## config.mk

```make
export PLATFORM = sky130hd
export DESIGN_NAME = kmp_substring_search
export DESIGN_NICKNAME = d
export VERILOG_FILES = /design/src/rtl/kmp_pkg.sv /design/src/rtl/kmp_ram.sv /design/src/rtl/kmp_substring_search.sv
export SDC_FILE = /design/constraint.sdc
export NUM_CORES = 1
export LEC_CHECK = 0
export BUFFER_PORTS_ARGS = -buffer_cell sky130_fd_sc_hd__buf_4
export CAP_MARGIN = 20
export CORE_MARGIN = 3
export CORE_UTILIZATION = 65
export DETAILED_ROUTE_END_ITERATION = 12
export PLACE_DENSITY = 0.85
export SLEW_MARGIN = 20
export SYNTH_ARGS = -nofsm -noshare
export SYNTH_HDL_FRONTEND = slang
export SYNTH_SLANG_ARGS = --single-unit
```

## constraint.sdc

```tcl
create_clock -name clk -period 10.7 [get_ports clk]
set_input_delay 2.675 -clock clk [delete_from_list [all_inputs] [get_ports clk]]
set_output_delay 2.675 -clock clk [all_outputs]
set_load 0.005 [all_outputs]
```

## src/rtl/kmp_pkg.sv

```systemverilog
// ----------------------------------------------------------------------------
// kmp_pkg
// Shared types and constants for the streaming KMP substring search.
// ----------------------------------------------------------------------------
`default_nettype none

package kmp_pkg;

  // Bytes held by the two pattern registers together
  localparam int PAT_BYTES = 16;
  localparam int PAT_IDX_W = 4;
  localparam int PAT_W     = 8 * PAT_BYTES;

  localparam int CFG_IDX_W  = 2;
  localparam int CFG_DATA_W = 64;
  localparam int LEN_W      = 5;

  typedef enum logic [CFG_IDX_W-1:0] {
    REG_PATTERN_LOW  = 2'd0,
    REG_PATTERN_HIGH = 2'd1,
    REG_PATTERN_LEN  = 2'd2,
    REG_UNUSED       = 2'd3
  } cfg_reg_t;

  typedef enum logic [2:0] {
    ST_IDLE,
    ST_BUILD_INIT,
    ST_BUILD_STEP,
    ST_BUILD_WAIT,
    ST_MATCH_STEP,
    ST_MATCH_WAIT,
    ST_EMIT
  } kmp_state_t;

  function automatic logic [7:0] pat_byte(input logic [PAT_W-1:0] pat,
                                          input logic [PAT_IDX_W-1:0] idx);
    pat_byte = pat[idx*8 +: 8];
  endfunction

endpackage

`default_nettype wire

```

## src/rtl/kmp_ram.sv

```systemverilog
// ----------------------------------------------------------------------------
// kmp_ram
// Generic single-write, single-read RAM with a registered read port.
// ----------------------------------------------------------------------------
`default_nettype none

module kmp_ram #(
  parameter int WIDTH = 4,
  parameter int DEPTH = 16
) (
  input  wire logic                                     clk,
  input  wire logic                                     we,
  input  wire logic [((DEPTH > 1) ? $clog2(DEPTH) : 1)-1:0] waddr,
  input  wire logic [WIDTH-1:0]                         wdata,
  input  wire logic [((DEPTH > 1) ? $clog2(DEPTH) : 1)-1:0] raddr,
  output logic      [WIDTH-1:0]                         rdata
);

  logic [WIDTH-1:0] mem [DEPTH];

  always_ff @(posedge clk) begin
    if (we) begin
      mem[waddr] <= wdata;
    end
    rdata <= mem[raddr];
  end

endmodule

`default_nettype wire

```

## src/rtl/kmp_substring_search.sv

```systemverilog
// ----------------------------------------------------------------------------
// kmp_substring_search
// Streams text bytes against a configured pattern and reports the start of
// the first match, or not found when the text ends without one.
// ----------------------------------------------------------------------------
//
//  channel | direction | payload
//  --------+-----------+---------------------------------------------------
//  in_     | sink      | tdata = text_byte, tuser = first_of_text, tlast
//  out_    | source    | tdata = match_start, tuser = found
//  cfg_    | sink      | index 0 pattern_low, 1 pattern_high, 2 length
//
// A byte is accepted in the idle state and compared in the match step; each
// failure link followed adds a failure table RAM read and a repeat compare.
// The first byte after a configuration write first rebuilds the table:
// an init step, a step per pattern byte after the first, and a RAM read and
// a repeat step per link followed. A result then waits in the output register.
// in_tready is high only while no byte is in progress; reset restores the
// reset configuration and needs no clearing pass.
// ----------------------------------------------------------------------------
`default_nettype none

module kmp_substring_search #(
  parameter int MAX_PATTERN   = 16,
  parameter int POSITION_BITS = 16
) (
  input  wire logic                           clk,
  input  wire logic                           rst_n,

  input  wire logic                           in_tvalid,
  output logic                                in_tready,
  input  wire logic [7:0]                     in_tdata,   // [7:0] text_byte
  input  wire logic [0:0]                     in_tuser,   // [0] first_of_text
  input  wire logic                           in_tlast,

  output logic                                out_tvalid,
  input  wire logic                           out_tready,
  output logic      [15:0]                    out_tdata,  // [15:0] match_start
  output logic      [0:0]                     out_tuser,  // [0] found

  input  wire logic                           cfg_valid,
  output logic                                cfg_ready,
  input  wire logic [kmp_pkg::CFG_IDX_W-1:0]  cfg_index,
  input  wire logic [kmp_pkg::CFG_DATA_W-1:0] cfg_data
);

  import kmp_pkg::*;

  localparam int CAP  = (MAX_PATTERN < PAT_BYTES) ? MAX_PATTERN : PAT_BYTES;
  localparam int CW   = $clog2(CAP + 1);
  localparam int AW   = (CAP > 1) ? $clog2(CAP) : 1;
  localparam int PB   = POSITION_BITS;

  kmp_state_t          state_r, state_nxt;
  logic [PAT_W-1:0]    pattern_r, pattern_nxt;
  logic [LEN_W-1:0]    length_r, length_nxt;
  logic                table_ready_r, table_ready_nxt;
  logic [CW-1:0]       matched_r, matched_nxt;
  logic [PB-1:0]       pos_r, pos_nxt;
  logic                done_r, done_nxt;
  logic [7:0]          byte_r, byte_nxt;
  logic                last_r, last_nxt;
  logic [CW-1:0]       i_r, i_nxt;
  logic [CW-1:0]       k_r, k_nxt;
  logic                res_found_r, res_found_nxt;
  logic [15:0]         res_start_r, res_start_nxt;
  logic                out_valid_r, out_valid_nxt;
  logic                out_found_r, out_found_nxt;
  logic [15:0]         out_start_r, out_start_nxt;

  logic                ram_we;
  logic [AW-1:0]       ram_waddr;
  logic [AW-1:0]       ram_wdata;
  logic [AW-1:0]       ram_raddr;
  logic [AW-1:0]       ram_rdata;

  logic [CW-1:0]       eff_len;
  logic [7:0]          pk, pi, pj;
  logic [CW-1:0]       k_adv, j_adv;
  logic [PB-1:0]       start_pos;

  kmp_ram #(
    .WIDTH (AW),
    .DEPTH (CAP)
  ) u_fail_ram (
    .clk   (clk),
    .we    (ram_we),
    .waddr (ram_waddr),
    .wdata (ram_wdata),
    .raddr (ram_raddr),
    .rdata (ram_rdata)
  );

  // Length 0 counts as 1, anything above the storage saturates
  always_comb begin
    if (length_r == '0) begin
      eff_len = CW'(1);
    end else if (int'(length_r) > CAP) begin
      eff_len = CW'(CAP);
    end else begin
      eff_len = CW'(length_r);
    end
  end

  assign pk        = pat_byte(pattern_r, PAT_IDX_W'(k_r));
  assign pi        = pat_byte(pattern_r, PAT_IDX_W'(i_r));
  assign pj        = pat_byte(pattern_r, PAT_IDX_W'(matched_r));
  assign k_adv     = (pk == pi) ? k_r + CW'(1) : k_r;
  assign j_adv     = (pj == byte_r) ? matched_r + CW'(1) : matched_r;
  assign start_pos = pos_r + PB'(1) - PB'(eff_len);

  assign in_tready  = (state_r == ST_IDLE);
  assign cfg_ready  = 1'b1;
  assign out_tvalid = out_valid_r;
  assign out_tdata  = out_start_r;
  assign out_tuser  = out_found_r;

  always_ff @(posedge clk) begin
    if (!rst_n) begin
      state_r       <= ST_IDLE;
      pattern_r     <= '0;
      length_r      <= LEN_W'(1);
      table_ready_r <= 1'b0;
      matched_r     <= '0;
      pos_r         <= '0;
      done_r        <= 1'b0;
      out_valid_r   <= 1'b0;
    end else begin
      state_r       <= state_nxt;
      pattern_r     <= pattern_nxt;
      length_r      <= length_nxt;
      table_ready_r <= table_ready_nxt;
      matched_r     <= matched_nxt;
      pos_r         <= pos_nxt;
      done_r        <= done_nxt;
      out_valid_r   <= out_valid_nxt;
    end
  end

  always_ff @(posedge clk) begin
    byte_r      <= byte_nxt;
    last_r      <= last_nxt;
    i_r         <= i_nxt;
    k_r         <= k_nxt;
    res_found_r <= res_found_nxt;
    res_start_r <= res_start_nxt;
    out_found_r <= out_found_nxt;
    out_start_r <= out_start_nxt;
  end

  always_comb begin
    state_nxt       = state_r;
    pattern_nxt     = pattern_r;
    length_nxt      = length_r;
    table_ready_nxt = table_ready_r;
    matched_nxt     = matched_r;
    pos_nxt         = pos_r;
    done_nxt        = done_r;
    byte_nxt        = byte_r;
    last_nxt        = last_r;
    i_nxt           = i_r;
    k_nxt           = k_r;
    res_found_nxt   = res_found_r;
    res_start_nxt   = res_start_r;
    out_valid_nxt   = out_valid_r && !out_tready;
    out_found_nxt   = out_found_r;
    out_start_nxt   = out_start_r;
    ram_we          = 1'b0;
    ram_waddr       = '0;
    ram_wdata       = '0;
    ram_raddr       = '0;

    case (state_r)
      ST_IDLE: begin
        if (in_tvalid) begin
          byte_nxt = in_tdata;
          last_nxt = in_tlast;
          if (in_tuser[0]) begin
            matched_nxt = '0;
            pos_nxt     = '0;
            done_nxt    = 1'b0;
          end else if (matched_r >= eff_len) begin
            matched_nxt = '0;
          end
          if (!table_ready_r) begin
            state_nxt = ST_BUILD_INIT;
          end else if (in_tuser[0] || !done_r) begin
            state_nxt = ST_MATCH_STEP;
          end
        end
      end

      ST_BUILD_INIT: begin
        ram_we    = 1'b1;
        ram_waddr = '0;
        ram_wdata = '0;
        i_nxt     = CW'(1);
        k_nxt     = '0;
        if (eff_len == CW'(1)) begin
          matched_nxt     = '0;
          table_ready_nxt = 1'b1;
          state_nxt       = done_r ? ST_IDLE : ST_MATCH_STEP;
        end else begin
          state_nxt = ST_BUILD_STEP;
        end
      end

      ST_BUILD_STEP: begin
        if (k_r != '0 && pk != pi) begin
          // follow the link of the shorter border
          ram_raddr = AW'(k_r - CW'(1));
          state_nxt = ST_BUILD_WAIT;
        end else begin
          ram_we    = 1'b1;
          ram_waddr = AW'(i_r);
          ram_wdata = AW'(k_adv);
          k_nxt     = k_adv;
          i_nxt     = i_r + CW'(1);
          if (i_r + CW'(1) == eff_len) begin
            matched_nxt     = '0;
            table_ready_nxt = 1'b1;
            state_nxt       = done_r ? ST_IDLE : ST_MATCH_STEP;
          end
        end
      end

      ST_BUILD_WAIT: begin
        k_nxt     = CW'(ram_rdata);
        state_nxt = ST_BUILD_STEP;
      end

      ST_MATCH_STEP: begin
        if (matched_r != '0 && pj != byte_r) begin
          ram_raddr = AW'(matched_r - CW'(1));
          state_nxt = ST_MATCH_WAIT;
        end else if (j_adv == eff_len) begin
          res_found_nxt = 1'b1;
          res_start_nxt = 16'(start_pos);
          matched_nxt   = '0;
          done_nxt      = 1'b1;
          state_nxt     = ST_EMIT;
        end else if (last_r) begin
          res_found_nxt = 1'b0;
          res_start_nxt = '0;
          matched_nxt   = '0;
          done_nxt      = 1'b1;
          state_nxt     = ST_EMIT;
        end else begin
          matched_nxt = j_adv;
          pos_nxt     = pos_r + PB'(1);
          state_nxt   = ST_IDLE;
        end
      end

      ST_MATCH_WAIT: begin
        matched_nxt = CW'(ram_rdata);
        state_nxt   = ST_MATCH_STEP;
      end

      ST_EMIT: begin
        // hold until the output register is free
        if (!out_valid_r || out_tready) begin
          out_valid_nxt = 1'b1;
          out_found_nxt = res_found_r;
          out_start_nxt = res_start_r;
          state_nxt     = ST_IDLE;
        end
      end

      default: begin
        state_nxt = ST_IDLE;
      end
    endcase

    if (cfg_valid) begin
      case (cfg_reg_t'(cfg_index))
        REG_PATTERN_LOW: begin
          pattern_nxt[CFG_DATA_W-1:0] = cfg_data;
          table_ready_nxt             = 1'b0;
        end
        REG_PATTERN_HIGH: begin
          pattern_nxt[PAT_W-1:CFG_DATA_W] = cfg_data;
          table_ready_nxt                 = 1'b0;
        end
        REG_PATTERN_LEN: begin
          length_nxt      = cfg_data[LEN_W-1:0];
          table_ready_nxt = 1'b0;
        end
        default: begin
        end
      endcase
    end
  end

endmodule

`default_nettype wire

```

==> results.yml <==
clock_tree:
  cts_made_buffers: 28
  clock_sinks: 281
  cts_hold_buffers: 0
  root_buffer: "sky130_fd_sc_hd__clkbuf_16"
  clk_pin_slew_worst_paths_ns: 0.07
  cts_setup_buffers: 0
  deepest_level_of_the_cts_h_tree: 1
  post_cts_resize_count: 0
  cts_tree: "done"
  ctsLongestPathBuffers: 3
  clk_latency_ns: 0.56
sta:
  drv_slew: 0
  fin_setup_tns_ns: 0
  fin_skew_ns: 0.0210
  max_freq_mhz: 200
  max_slew_margin_pct: 23.3
  portion_of_the_clock_cycle_consumed_by_the_worst_path_in_the_final_layout_pct: 46.7
  worst_slew_pin_slew_ns: 1.15
  post-route-min-period_ns: 4.99
  setup_violations: 0
  grt_setup_unrepaired: "no"
  finalHoldViolations: 0
critical_path:
  reg_to_reg_endpoint: "state_r[1]$_SDFFE_PN0P_"
  endpoint_kind_of_the_worst_setup_timing_path: "register"
  worst-path-buf-inv: 2
  critPathSlowestCell: "sky130_fd_sc_hd__nand2_1"
  critical_path_s_most_frequent_cell: "sky130_fd_sc_hd__mux2i_1"
  worstPathArrival_ns: 5.44
  crit_type: "register to register"
  crit_chain: "buf_4, mux4_2, mux2i_1, mux2i_1, o2111ai_1, a211oi_2, and2_1, mux2i_1, o211ai_1, nand2_1, a21oi_1, buf_4, o31a_1"
  critPathCapture: "state_r[1]$_SDFFE_PN0P_"
  cpPeakStageDelay_ns: 0.67
  crit_path_max_fanout: 30
  worst_r2r_startpoint: "matched_r[2]$_SDFFE_PN0P_"
  category_of_the_worst_setup_path_launch_point: "register"
  timing.critical_path.max_delay_family: "multiplexers"
  r2r_slack_ns: 5.71
  worstPathRequired_ns: 11.14
  crit_cells: 13
  crit_start: "matched_r[2]$_SDFFE_PN0P_"
  worst-r2r-cell-count: 13
outcome:
  status: "completed"
pwr:
  cellPowerDensity_nw_per_um2: 200
  power_leakage_nw: 5.78
  finalPower_mw: 3.38
  vdd_ir_drop_max_mv: 0.215
logic_synthesis:
  synthMostInstantiatedCell: "sky130_fd_sc_hd__nand2_1"
  synth_top_area_share_pct: 23.1
  syn-num-nets: 1569
  yosysTopAreaCell: "sky130_fd_sc_hd__edfxtp_1"
  netlist_instances: 1469
  synth_edf_count: 117
  synth_commonest_cells: "317 x sky130_fd_sc_hd__nand2_1, 164 x sky130_fd_sc_hd__dfxtp_1, 155 x sky130_fd_sc_hd__a21oi_1"
  mapped_cell_area_um2: 15200
  async_reset_ff_share_pct: 0
  syn-mean-instance-area_um2: 10.4
  sequential_cell_area_fraction_in_the_yosys_report_pct: 44.6
  synth_seq_cells: 281
  ys_types: 76
  yosys_warnings: 0
  synthTopCellsByArea: "sky130_fd_sc_hd__edfxtp_1 23%, sky130_fd_sc_hd__dfxtp_1 22%, sky130_fd_sc_hd__mux4_2 14%"
  most_used_flip_flop_cell_after_synthesis: "sky130_fd_sc_hd__dfxtp_1"
cells_and_area:
  layout.nets: 1607
  regArea_um2: 6800
  multi_input_comb_area_um2: 7840
  drive_above_1_share_pct: 19.4
  num-fill-cells: 1597
  area_growth_synth_to_finish_pct: 11.2
  number_of_diodes_added_for_antenna_fixing: 0
place:
  place_hpwl_um: 27800
  gp_routability_congestion: 1.01
  numPortBuffers: 99
detailed_routing:
  drt_iter0_markers: 1424
  drt-met1-wl_um: 14100
  via_count: 12100
  post_drt_wl_per_cell_um: 21.7
  ant_nets: 0
  dr.max_layer_used: "met4"
  routed-wl-met2_um: 19800
  route.met3.wl_um: 3490
  drt_wl_total_um: 40000
  remaining_drc_errors: 0
  vias_per_cell: 6.57
  drtPass1Iterations: 8
floorplan:
  core_region_area_um2: 22800
  die_w_um: 159
  vertical_die_dimension_um: 159
  initial_core_utilization_pct: 66.7
  num_rows: 55
  die-area_um2: 25300
  boundary_pin_count: 101
min_path:
  timing.hold.worst.class: "register to register"
global_routing:
  antenna_found_initial: 0
  first_global_vias: 11800
  grt_remaining_overflow: 0
  maximum_number_of_pins_on_one_net_before_global_route_repair: 74
  grt_first_pass_wirelength_um: 63000
  global_route.usage.total_pct: 30.8
job:
  maxCapViolations: 0
per-layer routing:
metal  track usage, %  vias to the layer above
met5                0                        -
met4             15.8                        0
met3             4.66                      175
met2             52.9                      718
met1             37.9                     5762
li1                 -                     5438
where the power goes:
group	internal (mW)	switching, mW
Sequential	1.22	0.125
Combinational	0.404	0.623
Clock	0.585	0.422
area by class of cell:
class / instances / area share (%)
sequential: 281 / 40.1
timing repair buffer: 118 / 5.21
tap: 313 / 2.31
clock inverter: 17 / 1.13
clock buffer: 35 / 4.53
multi-input combinational: 1058 / 46.2
inverter: 20 / 0.458
cell families (layout without fill, tap and decap cells):
group                      count (synthesis)  count (layout)  synth area share [%]
and+or+nand+nor                          529             529                  15.4
AOI/OAI and AO/OA                        284             284                  12.0
DFF                                      281             281                  44.6
muxes                                    150             150                  18.0
buffers and inverters                    130             190                  4.09
xor gates and xnor gates                  75              75                  4.31
adders and majority gates                 19              19                  1.61
other                                      1               1                0.0246
flip-flops by register name, summed over array words and instances (netlist names):
| name | cells |
|---|---|
| pattern_r | 128 |
| u_fail_ram.mem | 64 |
| out_tdata | 16 |
| pos_r | 16 |
| res_start_r | 16 |
| byte_r | 8 |
| i_r | 5 |
| k_r | 5 |
| length_r | 5 |
| matched_r | 5 |
| u_fail_ram.rdata | 4 |
| state_r | 3 |
| done_r | 1 |
| last_r | 1 |
| out_tuser | 1 |
| out_tvalid | 1 |
| res_found_r | 1 |
| table_ready_r | 1 |
cell usage in the layout (no fill, tap or decap), types with 28 or more instances in the layout:
master,instances
sky130_fd_sc_hd__nand2_1,317
sky130_fd_sc_hd__dfxtp_1,163
sky130_fd_sc_hd__a21oi_1,155
sky130_fd_sc_hd__edfxtp_1,117
sky130_fd_sc_hd__buf_4,117
sky130_fd_sc_hd__mux4_2,98
sky130_fd_sc_hd__nor2_1,68
sky130_fd_sc_hd__mux2i_1,45
sky130_fd_sc_hd__xnor2_1,42
sky130_fd_sc_hd__xor2_1,33
sky130_fd_sc_hd__clkbuf_16,28
worst register-to-register path: stages, from the launching register on:
cell	delay (ns)
sky130_fd_sc_hd__dfxtp_2	0.65
sky130_fd_sc_hd__buf_4	0.51
sky130_fd_sc_hd__mux4_2	0.59
sky130_fd_sc_hd__mux2i_1	0.29
sky130_fd_sc_hd__mux2i_1	0.31
sky130_fd_sc_hd__o2111ai_1	0.15
sky130_fd_sc_hd__a211oi_2	0.29
sky130_fd_sc_hd__and2_1	0.29
sky130_fd_sc_hd__mux2i_1	0.26
sky130_fd_sc_hd__o211ai_1	0.15
sky130_fd_sc_hd__nand2_1	0.67
sky130_fd_sc_hd__a21oi_1	0.18
sky130_fd_sc_hd__buf_4	0.25
sky130_fd_sc_hd__o31a_1	0.29
worst min path at each step:
stage / from / endpoint / cells after the start
after floorplan: res_start_r[0]$_SDFFCE_PN0P_ / out_tdata[0]$_DFFE_PP_ / 0
after global placement: res_start_r[1]$_SDFFCE_PN0P_ / out_tdata[1]$_DFFE_PP_ / 0
after detailed placement: res_start_r[0]$_SDFFCE_PN0P_ / out_tdata[0]$_DFFE_PP_ / 0
after CTS: res_start_r[0]$_SDFFCE_PN0P_ / out_tdata[0]$_DFFE_PP_ / 0
after global routing: res_start_r[4]$_SDFFCE_PN0P_ / out_tdata[4]$_DFFE_PP_ / 0
final: res_start_r[4]$_SDFFCE_PN0P_ / out_tdata[4]$_DFFE_PP_ / 0
through the flow:
stage	cell area (µm²)	std cells	util [%]	setup slack (ns)	hold slack, ns
6_report	16900	1842	74.2	5.71	0.420
5_1_grt	16900	1842	74.2	5.36	0.427
4_1_cts	16900	1841	74.1	5.68	0.420
3_5_place_dp	16000	1789	69.9	5.43	0.405
3_3_place_gp	16000	1789	69.9	5.47	0.401
2_1_floorplan	15200	1469	-	6.62	0.400
Power figures use the tool's default switching activity.
